## src/exchange_sort_asc_desc_defines.svh

```systemverilog
// ----------------------------------------------------------------------------
// Exchange sort assertion macros
// Shared concurrent assertion forms for the exchange sort block.
// ----------------------------------------------------------------------------
`ifndef EXCHANGE_SORT_ASC_DESC_DEFINES_SVH
`define EXCHANGE_SORT_ASC_DESC_DEFINES_SVH

`ifndef NO_ASSERTIONS

// Same-cycle implication, disabled during reset.
`define ESAD_ASSERT_IMPLY(label, clk, rst_n, lhs, rhs) \
    label: assert property (@(posedge clk) disable iff (!rst_n) (lhs) |-> (rhs)) \
        else $error("esad assertion failed");

// Next-cycle implication, disabled during reset.
`define ESAD_ASSERT_NEXT(label, clk, rst_n, lhs, rhs) \
    label: assert property (@(posedge clk) disable iff (!rst_n) (lhs) |=> (rhs)) \
        else $error("esad assertion failed");

`else

`define ESAD_ASSERT_IMPLY(label, clk, rst_n, lhs, rhs)
`define ESAD_ASSERT_NEXT(label, clk, rst_n, lhs, rhs)

`endif

`endif

```

## src/esad_pkg.sv

```systemverilog
// ----------------------------------------------------------------------------
// Exchange sort package
// Element type, transfer payloads and internal control structs.
// ----------------------------------------------------------------------------
package esad_pkg;

    // Element width and default store depth.
    localparam int VALUE_W              = 32;
    localparam int DEFAULT_MAX_ELEMENTS = 16;

    typedef logic signed [VALUE_W-1:0] value_t;

    // Input transfer payload.
    typedef struct packed {
        value_t in_value;
        logic   in_last;
    } in_item_t;

    // Output transfer payload.
    typedef struct packed {
        value_t out_value;
        logic   out_last;
    } out_item_t;

    // Memory port strobes.
    typedef struct packed {
        logic we;
        logic re;
    } mem_ctl_t;

    // Operands of the exchange decision.
    typedef struct packed {
        value_t held;
        value_t cand;
        logic   desc;
    } cmp_in_t;

endpackage

```

## src/esad_mem.sv

```systemverilog
// ----------------------------------------------------------------------------
// Exchange sort element store
// One write port and one read port, read data registered.
// ----------------------------------------------------------------------------
module esad_mem #(
    parameter int DEPTH  = esad_pkg::DEFAULT_MAX_ELEMENTS,
    parameter int ADDR_W = $clog2(DEPTH)
) (
    input  logic              clk,
    input  esad_pkg::mem_ctl_t ctl,
    input  logic [ADDR_W-1:0] waddr,
    input  esad_pkg::value_t  wdata,
    input  logic [ADDR_W-1:0] raddr,
    output esad_pkg::value_t  rdata
);
    import esad_pkg::*;

    value_t store_reg [DEPTH];
    value_t rdata_reg;

    // Write port.
    always_ff @(posedge clk)
    begin
        if (ctl.we)
        begin
            store_reg[waddr] <= wdata;
        end
    end

    // Registered read port; the data holds between reads.
    always_ff @(posedge clk)
    begin
        if (ctl.re)
        begin
            rdata_reg <= store_reg[raddr];
        end
    end

    assign rdata = rdata_reg;

endmodule

```

## src/esad_cmp.sv

```systemverilog
// ----------------------------------------------------------------------------
// Exchange sort compare unit
// Decides whether the candidate element belongs before the held element.
// ----------------------------------------------------------------------------
module esad_cmp (
    input  esad_pkg::cmp_in_t op,
    output logic              swap
);
    import esad_pkg::*;

    // Signed compare in the direction chosen by the order register.
    always_comb
    begin
        if (op.desc)
        begin
            swap = (op.held < op.cand);
        end
        else
        begin
            swap = (op.cand < op.held);
        end
    end

endmodule

```

## src/exchange_sort_asc_desc.sv

```systemverilog
// ----------------------------------------------------------------------------
// Exchange sort, ascending or descending: one input element per cycle while filling.
// Sort: each position in turn is held, compared with every later element, written back.
// Emit: the next result is read only once the last is taken; one element goes straight out.
// Reset (rst_n low, asynchronous) empties the set and selects ascending.
// ----------------------------------------------------------------------------
`include "exchange_sort_asc_desc_defines.svh"

module exchange_sort_asc_desc #(
    parameter int MAX_ELEMENTS = esad_pkg::DEFAULT_MAX_ELEMENTS
) (
    input  logic                clk,
    input  logic                rst_n,
    input  logic                in_valid,
    output logic                in_ready,
    input  esad_pkg::in_item_t  in_item,
    output logic                out_valid,
    input  logic                out_ready,
    output esad_pkg::out_item_t out_item,
    input  logic                cfg_we,
    input  logic                cfg_wdata
);
    import esad_pkg::*;

    localparam int IDX_W = $clog2(MAX_ELEMENTS);
    localparam int CNT_W = $clog2(MAX_ELEMENTS + 1);

    typedef enum logic [6:0] {
        S_FILL = 7'b0000001,
        S_LDI  = 7'b0000010,
        S_CMP  = 7'b0000100,
        S_WRI  = 7'b0001000,
        S_ERD  = 7'b0010000,
        S_ECAP = 7'b0100000,
        S_EOUT = 7'b1000000
    } state_t;

    state_t     state_reg, state_next;
    logic [CNT_W-1:0] count_reg, count_next;
    logic [CNT_W-1:0] n_reg, n_next;
    logic [IDX_W-1:0] i_reg, i_next;
    logic [IDX_W-1:0] j_reg, j_next;
    logic [IDX_W-1:0] k_reg, k_next;
    value_t     held_reg, held_next;
    logic       desc_reg;
    logic       out_valid_reg, out_valid_next;
    out_item_t  out_data_reg, out_data_next;

    mem_ctl_t   mem_ctl;
    logic [IDX_W-1:0] mem_waddr;
    value_t     mem_wdata;
    logic [IDX_W-1:0] mem_raddr;
    value_t     mem_rdata;
    cmp_in_t    cmp_op;
    logic       cmp_swap;
    logic       in_xfer;
    logic       out_xfer;
    logic       set_end;

    // Element store.
    esad_mem #(
        .DEPTH  (MAX_ELEMENTS),
        .ADDR_W (IDX_W)
    ) u_mem (
        .clk   (clk),
        .ctl   (mem_ctl),
        .waddr (mem_waddr),
        .wdata (mem_wdata),
        .raddr (mem_raddr),
        .rdata (mem_rdata)
    );

    // Exchange decision between the held element and the one just read.
    assign cmp_op.held = held_reg;
    assign cmp_op.cand = mem_rdata;
    assign cmp_op.desc = desc_reg;

    esad_cmp u_cmp (
        .op   (cmp_op),
        .swap (cmp_swap)
    );

    // Handshake decode.
    assign in_ready  = (state_reg == S_FILL);
    assign in_xfer   = in_valid && in_ready;
    assign out_valid = out_valid_reg;
    assign out_item  = out_data_reg;
    assign out_xfer  = out_valid_reg && out_ready;
    assign set_end   = in_item.in_last || (count_reg == CNT_W'(MAX_ELEMENTS - 1));

    // Order register.
    always_ff @(posedge clk or negedge rst_n)
    begin
        if (!rst_n)
        begin
            desc_reg <= 1'b0;
        end
        else if (cfg_we)
        begin
            desc_reg <= cfg_wdata;
        end
    end

    // Sequencer: fill, sort by read-compare-write, then emit (a set of one element skips the sort).
    always_comb
    begin
        state_next     = state_reg;
        count_next     = count_reg;
        n_next         = n_reg;
        i_next         = i_reg;
        j_next         = j_reg;
        k_next         = k_reg;
        held_next      = held_reg;
        out_valid_next = out_valid_reg;
        out_data_next  = out_data_reg;
        mem_ctl.we     = 1'b0;
        mem_ctl.re     = 1'b0;
        mem_waddr      = count_reg[IDX_W-1:0];
        mem_wdata      = in_item.in_value;
        mem_raddr      = '0;

        unique case (state_reg)
            S_FILL:
            begin
                if (in_xfer)
                begin
                    mem_ctl.we = 1'b1;
                    count_next = count_reg + CNT_W'(1);
                    if (set_end)
                    begin
                        n_next     = count_reg + CNT_W'(1);
                        count_next = '0;
                        i_next     = '0;
                        k_next     = '0;
                        if (count_reg == '0)
                        begin
                            // A set of one element goes straight out.
                            out_data_next.out_value = in_item.in_value;
                            out_data_next.out_last  = 1'b1;
                            out_valid_next          = 1'b1;
                            state_next              = S_EOUT;
                        end
                        else
                        begin
                            mem_ctl.re = 1'b1;
                            mem_raddr  = '0;
                            state_next = S_LDI;
                        end
                    end
                end
            end

            S_LDI:
            begin
                held_next  = mem_rdata;
                j_next     = i_reg + IDX_W'(1);
                mem_ctl.re = 1'b1;
                mem_raddr  = i_reg + IDX_W'(1);
                state_next = S_CMP;
            end

            S_CMP:
            begin
                if (cmp_swap)
                begin
                    mem_ctl.we = 1'b1;
                    mem_waddr  = j_reg;
                    mem_wdata  = held_reg;
                    held_next  = mem_rdata;
                end
                if ((CNT_W'(j_reg) + CNT_W'(1)) < n_reg)
                begin
                    mem_ctl.re = 1'b1;
                    mem_raddr  = j_reg + IDX_W'(1);
                    j_next     = j_reg + IDX_W'(1);
                end
                else
                begin
                    state_next = S_WRI;
                end
            end

            S_WRI:
            begin
                mem_ctl.we = 1'b1;
                mem_waddr  = i_reg;
                mem_wdata  = held_reg;
                if ((CNT_W'(i_reg) + CNT_W'(2)) < n_reg)
                begin
                    mem_ctl.re = 1'b1;
                    mem_raddr  = i_reg + IDX_W'(1);
                    i_next     = i_reg + IDX_W'(1);
                    state_next = S_LDI;
                end
                else
                begin
                    k_next     = '0;
                    state_next = S_ERD;
                end
            end

            S_ERD:
            begin
                mem_ctl.re = 1'b1;
                mem_raddr  = k_reg;
                state_next = S_ECAP;
            end

            S_ECAP:
            begin
                out_data_next.out_value = mem_rdata;
                out_data_next.out_last  = ((CNT_W'(k_reg) + CNT_W'(1)) == n_reg);
                out_valid_next          = 1'b1;
                state_next              = S_EOUT;
            end

            S_EOUT:
            begin
                if (out_xfer)
                begin
                    out_valid_next = 1'b0;
                    if (out_data_reg.out_last)
                    begin
                        count_next = '0;
                        state_next = S_FILL;
                    end
                    else
                    begin
                        mem_ctl.re = 1'b1;
                        mem_raddr  = k_reg + IDX_W'(1);
                        k_next     = k_reg + IDX_W'(1);
                        state_next = S_ECAP;
                    end
                end
            end

            default:
            begin
                state_next = S_FILL;
            end
        endcase
    end

    // Control registers.
    always_ff @(posedge clk or negedge rst_n)
    begin
        if (!rst_n)
        begin
            state_reg     <= S_FILL;
            count_reg     <= '0;
            out_valid_reg <= 1'b0;
        end
        else
        begin
            state_reg     <= state_next;
            count_reg     <= count_next;
            out_valid_reg <= out_valid_next;
        end
    end

    // Datapath registers.
    always_ff @(posedge clk)
    begin
        n_reg        <= n_next;
        i_reg        <= i_next;
        j_reg        <= j_next;
        k_reg        <= k_next;
        held_reg     <= held_next;
        out_data_reg <= out_data_next;
    end

    // The block never takes input while a result is on offer.
    `ESAD_ASSERT_IMPLY(a_no_in_while_out, clk, rst_n, in_ready, !out_valid_reg)

    // The compared position always lies after the held position.
    `ESAD_ASSERT_IMPLY(a_j_after_i, clk, rst_n, state_reg == S_CMP, j_reg > i_reg)

    // An element that ends a set closes the input side at once.
    `ESAD_ASSERT_NEXT(a_set_end_closes, clk, rst_n, in_xfer && set_end, !in_ready)

    // The final result returns the block to an empty fill phase.
    `ESAD_ASSERT_NEXT(a_last_empties, clk, rst_n, out_xfer && out_data_reg.out_last,
        in_ready && (count_reg == '0))

endmodule

```

## config.mk

```make
export PLATFORM = sky130hd
export DESIGN_NAME = exchange_sort_asc_desc
export DESIGN_NICKNAME = d
export VERILOG_FILES = /design/src/esad_pkg.sv /design/src/esad_mem.sv /design/src/esad_cmp.sv /design/src/exchange_sort_asc_desc.sv
export VERILOG_INCLUDE_DIRS = /design/src /design/src/src
export SDC_FILE = /design/constraint.sdc
export NUM_CORES = 1
export LEC_CHECK = 0
export CAP_MARGIN = 25
export CORE_MARGIN = 10
export CORE_UTILIZATION = 47
export DETAILED_ROUTE_END_ITERATION = 16
export DONT_BUFFER_PORTS = 1
export GPL_ROUTABILITY_DRIVEN = 0
export PLACE_DENSITY = 0.65
export RECOVER_POWER = 25
export SYNTH_ARGS = -nofsm -noshare
export SYNTH_HDL_FRONTEND = slang
export SYNTH_HIERARCHICAL = 1
export SYNTH_SLANG_ARGS = --single-unit
```

## constraint.sdc

```tcl
create_clock -name clk -period 5.6 [get_ports clk]
set_input_delay 1.4 -clock clk [delete_from_list [all_inputs] [get_ports clk]]
set_output_delay 1.4 -clock clk [all_outputs]
set_load 0.1 [all_outputs]
```

== Yosys cells after proc, flatten, opt, wreduce, memory -nomap -nowiden ==
Memory sizes are Yosys's and may differ from the RTL's. A register that Yosys moved wholly into a read port is not among the register bits.
Index checks and enable logic that the tools add are counted.

* Add/sub/neg operators: 7
* Order comparisons: 4
* Equal/unequal tests: 20
* Mux-type cells: 56
* Reductions and logical operators: 20

{| class="wikitable"
|+ Operators by type and width
! cell !! count
|-
| 32-bit one-hot mux with 2 select lines || 2
|-
| 33-bit 2-to-1 mux || 3
|-
| 33-bit one-hot mux with 2 select lines || 1
|-
| 32-bit < comparator || 2
|-
| 32-bit 2-to-1 mux || 2
|-
| 7-bit one-hot mux with 7 select lines || 1
|-
| 4-bit 2-to-1 mux || 12
|-
| 7-bit 2-to-1 mux || 5
|-
| 5-bit 2-to-1 mux || 5
|-
| 4-bit one-hot mux with 2 select lines || 3
|-
| 4-bit one-hot mux with 5 select lines || 1
|-
| 2-bit inequality test, second input constant || 8
|-
| 4-bit AND reduction || 4
|-
| 1-bit 2-to-1 mux || 14
|-
| 4-bit by 1-bit adder with 4-bit output, second input constant || 3
|-
| 4-bit one-hot mux with 3 select lines || 1
|-
| 4-bit by 1-bit adder with 5-bit output, second input constant || 2
|-
| 5-bit < comparator || 2
|-
| 5-bit one-hot mux with 2 select lines || 1
|-
| 2-bit nonzero test || 4
|-
| 7-bit by 1-bit == test with 1-bit output, second input constant || 1
|-
| 7-bit by 2-bit == test with 1-bit output, second input constant || 1
|-
| 7-bit by 3-bit == test with 1-bit output, second input constant || 1
|-
| 7-bit by 4-bit == test with 1-bit output, second input constant || 1
|-
| other kinds (21) || 27
|}

* Register bits after elaboration: 96
* Bits in writable memories: 512
* Input port bits: 39
* Word-level logic and storage cells: 119
* Memories kept: 1

{| class="wikitable"
|+ Memory list
! memory !! depth !! width !! rd ports !! clocked after Yosys merged registers in !! write ports !! line !! text
|-
| u_mem.store_reg || 16 || 32 || 1 || 1 || 1 || esad_mem.sv:18 || <nowiki>value_t store_reg [DEPTH];</nowiki>
|}

== Logic depth before layout (Yosys ltp) ==
* Word-level depth: 7
* Mapped depth: 15
* Depth with buffers taken out: 14

== Hierarchy ==
Netlist, hierarchy kept.

{| class="wikitable"
|+ By module, submodules not included
! module !! times used !! cells each !! area an instance (um2)
|-
| esad_mem || 1 || 838 || 20,155.6
|-
| exchange_sort_asc_desc || 1 || 426 || 4,859.7
|-
| esad_cmp || 1 || 118 || 834.6
|}

== Worst setup path before layout ==
Ideal clock, no wire load.

* Path kind: register -> register
* From: reg u_mem.rdata_reg[14], in the netlist u_mem/rdata[14], read port of u_mem.store_reg
* To: mem u_mem/store_reg[0][0] in the netlist's numbering (enable)
* Data arrival time: 5,218 ps
* Data required time: 5,139 ps
* Path slack: -79 ps
* Stages on the path, launching flop included: 15
* Buffers on the path: 1
* Clock period less this slack: 5,679 ps
* Cell sequence: edfxtp_1 > ha_1 > a21oi_2 > nand2_1 > a221o_1 > a211o_1 > a21oi_2 > mux2_1 > a21oi_2 > nand2b_4 > buf_6 > a222oi_1 > inv_1 > or3b_2 > nor3_1

{| class="wikitable"
|+ RTL lines
! what !! line !! text
|-
| start: declaration || esad_mem.sv:19 || <nowiki>value_t rdata_reg;</nowiki>
|-
| 32-bit < comparator, on equally long branches || esad_cmp.sv:20, esad_cmp.sv:16 ||
|-
| 1-bit 2-to-1 mux * || esad_cmp.sv:14 || <nowiki>if (op.desc)</nowiki>
|-
| net cmp_swap || exchange_sort_asc_desc.sv:55 || <nowiki>logic cmp_swap;</nowiki>
|-
| 4-bit 2-to-1 mux * || exchange_sort_asc_desc.sv:164 || <nowiki>if (cmp_swap)</nowiki>
|-
| 4-bit one-hot mux with 2 select lines * || exchange_sort_asc_desc.sv:122 || <nowiki>unique case (state_reg)</nowiki>
|-
| net mem_waddr[2] || exchange_sort_asc_desc.sv:50 || <nowiki>logic [IDX_W-1:0] mem_waddr;</nowiki>
|-
| end: declaration || esad_mem.sv:18 ||
|}

Mark *: on every way through the listed nets, which the timed path passes. The rest lies on a longest branch.

== Final worst setup path ==
* From: reg u_mem.rdata_reg[5], in the netlist u_mem/rdata[5], read port of u_mem.store_reg
* To: mem u_mem/store_reg[13][12] in the netlist's numbering (enable)

Same word-level chain as after synthesis.

==> results.py <==
metrics = {
    "status": {
        "status": "complete, but fails checks",
        "violations": "capacitance limit, slew limit",
    },
    "placed_design": {
        "port_buffers": 0,
        "hpwlAfterDp_um": 35300,
        "placedCellCount": 2065,
    },
    "global_route": {
        "grt_start_max_net_pins": 129,
        "antenna_found_initial": 0,
        "grtUsageTotal_pct": 18.4,
        "grt_pass1_vias": 13361,
        "grt_overflow": 0,
        "grt_first_pass_wirelength_um": 87500,
    },
    "floorplanning": {
        "placementRows": 85,
        "core_mm2": 0.0541,
        "die_h_um": 255,
        "dieArea_mm2": 0.0648,
        "die_w_um": 255,
        "start_util_pct": 47.8,
        "ios": 74,
    },
    "critical_path": {
        "critPathArrivalTime_ps": 5360,
        "cp-start-kind": "flip-flop",
        "cp-end-kind": "flip-flop",
        "critPathMaxFanout": 25,
        "reg2reg_slack_ps": 470,
        "required_ps": 5830,
        "critPathKind": "flip-flop to flip-flop",
    },
    "timing": {
        "timing.hold.ws_ps": 480,
        "setup_viol": 0,
        "fin_crit_sh_pct": 91.6,
        "clock.fmax_mhz": 195,
        "drv_slew": 69,
        "slew-limit-headroom_pct": -93.8,
        "period_minus_slack_ps": 5130,
        "worst_slew_pin_slew_ps": 2900,
        "timing.setup.tns_ps": 0,
        "final_hold_viol_count": 0,
        "rsz0062_at_grt": "no",
        "clock_skew_ps": 25.0,
    },
    "synth": {
        "syn-num-nets": 1468,
        "synth_top_area_share_pct": 72.7,
        "ys_ff_latch": 640,
        "yosysWarnings": 6,
        "syn_avg_cell_area_um2": 18.7,
        "yosysSeqAreaShare_pct": 74.1,
        "netlist_area_mm2": 0.0258,
        "yosysMostFrequentCell": "edfxtp_1",
        "synth_edf_count": 626,
        "synthTopCellsByCount": "edfxtp_1, nand2_1, mux4_2",
        "synthArstFlopShare_pct": 2.19,
        "synth_top_area_cell": "edfxtp_1",
        "synthTopCellsByArea": "edfxtp_1, mux4_2, ha_1",
        "synth-main-ff-cell": "edfxtp_1",
        "synth_cell_type_count": 64,
        "netlist_instances": 1382,
    },
    "route": {
        "drc": 0,
        "viasPerCell": 5.99,
        "final_antenna_net_count": 0,
        "wl_per_cell_um": 26.9,
        "wl_um": 58800,
        "dr.pass1.iters": 5,
        "vias": 13105,
        "drt_iter0_drc": 1195,
    },
    "run": {
        "maxCapViolations": 3,
    },
    "power_and_ir_drop": {
        "power.leakage_nw": 9.51,
        "total_power_w": 0.0117,
        "powerDensity_mw_per_mm2": 403,
        "ir_drop_v": 0.000216,
    },
    "clock_tree": {
        "cts.root.buffer_cell": "clkbuf_16",
        "cts_resized": 0,
        "cts_sinks": 640,
        "clk_pin_slew_ps": 60,
        "clk_path_buf_depth": 3,
        "cts_max_level": 3,
        "hold_buffers": 0,
        "insertion_delay_ps": 600,
        "cts_tree": "built",
        "numCtsBuffers": 68,
        "post_cts_buffers": 0,
    },
    "finish": {
        "final_core_util_pct": 53.7,
        "final_nets": 1525,
        "instances_no_fill": 2189,
        "layout-drive-gt1-share_pct": 21.1,
        "area_delta_synth_final_pct": 12.6,
        "largest_reg_flops": 512,
    },
    "min_path": {
        "hold_path_class": "flip-flop to flip-flop",
    },
}
## logic make-up after synthesis
kind of cell,after synthesis,share of synthesized area (%)
AND/OR/NAND/NOR,268,4.83
XOR/XNOR,14,0.474
buffers and inverters,107,1.81
AO/OA/AOI/OAI,143,3.87
multiplexers,163,12.7
adder cells (fa/ha/maj),47,2.27
flip-flops,640,74.1
## worst max-delay path, cell delays in order, from the launching register on
cell and delay (ps):
edfxtp_1 430, ha_1 340, a21oi_1 300, o21ai_0 180
a221o_1 340, a211o_1 270, a21oi_1 170, mux2_1 410
a21oi_1 330, nand2b_4 450, a222oi_1 200, inv_1 140
nand3_1 300, nor2_4 380, buf_4 500
## report_power, final
| group | total, W | switching, W | internal [W] |
|---|---|---|---|
| Clock | 0.00414 | 0.00178 | 0.00236 |
| Combinational | 0.00148 | 0.000949 | 0.000526 |
| Sequential | 0.00610 | 0.000397 | 0.00570 |
| Total | 0.0117 | 0.00312 | 0.00859 |
## cell usage in the layout, fill, tap and decap left out, drive strengths merged, types with 8 or more instances in the layout
cell type / n
clkinv: 27
nand2b: 8
nand3: 15
nor3: 11
buf: 38
dfrtp: 13
a21oi: 28
mux4: 128
ha: 47
clkbuf: 91
a22oi: 67
inv: 56
edfxtp: 626
mux2: 34
o21ai: 17
nand2: 156
nor2: 39
xor2: 8
## layer usage
layer	global-route usage, %	up-vias	part of all wire, %
met5	0	-	0
met4	5.81	0	1.7
met3	4.52	65	7.9
met2	28.9	466	48
met1	25.1	6915	42
li1	-	5659	-
## metrics by stage
stage / area, um2 / worst slack [ps]
2_1_floorplan: 25900 / 211
6_report: 29100 / 470
3_5_place_dp: 27100 / 628
5_1_grt: 29100 / 277
4_1_cts: 29200 / 614
3_3_place_gp: 27100 / 826
## worst paths after layout
check | from | to | depth (start not counted)
min reg2reg | u_mem/rdata[26] | held_reg[26] | 0
max | u_mem/rdata[5] | u_mem/store_reg[13][12] | 14
max in group asynchronous | rst_n | state_reg[0] | 0
min | u_mem/rdata[26] | held_reg[26] | 0
max reg2reg | u_mem/rdata[5] | u_mem/store_reg[13][12] | 14
min in group asynchronous | rst_n | count_reg[4] | 0
## final cells by class
| class | count | area (um2) |
|---|---|---|
| Antenna cell | 2 | 5.00 |
| Clock buffer | 87 | 1830 |
| Clock inverter | 35 | 224 |
| Fill cell | 4152 | 25000 |
| Inverter | 52 | 195 |
| Multi-Input combinational cell | 635 | 6330 |
| Sequential cell | 640 | 19100 |
| Tap cell | 696 | 871 |
| Timing Repair Buffer | 42 | 495 |
(Power assumes the default switching activity.)
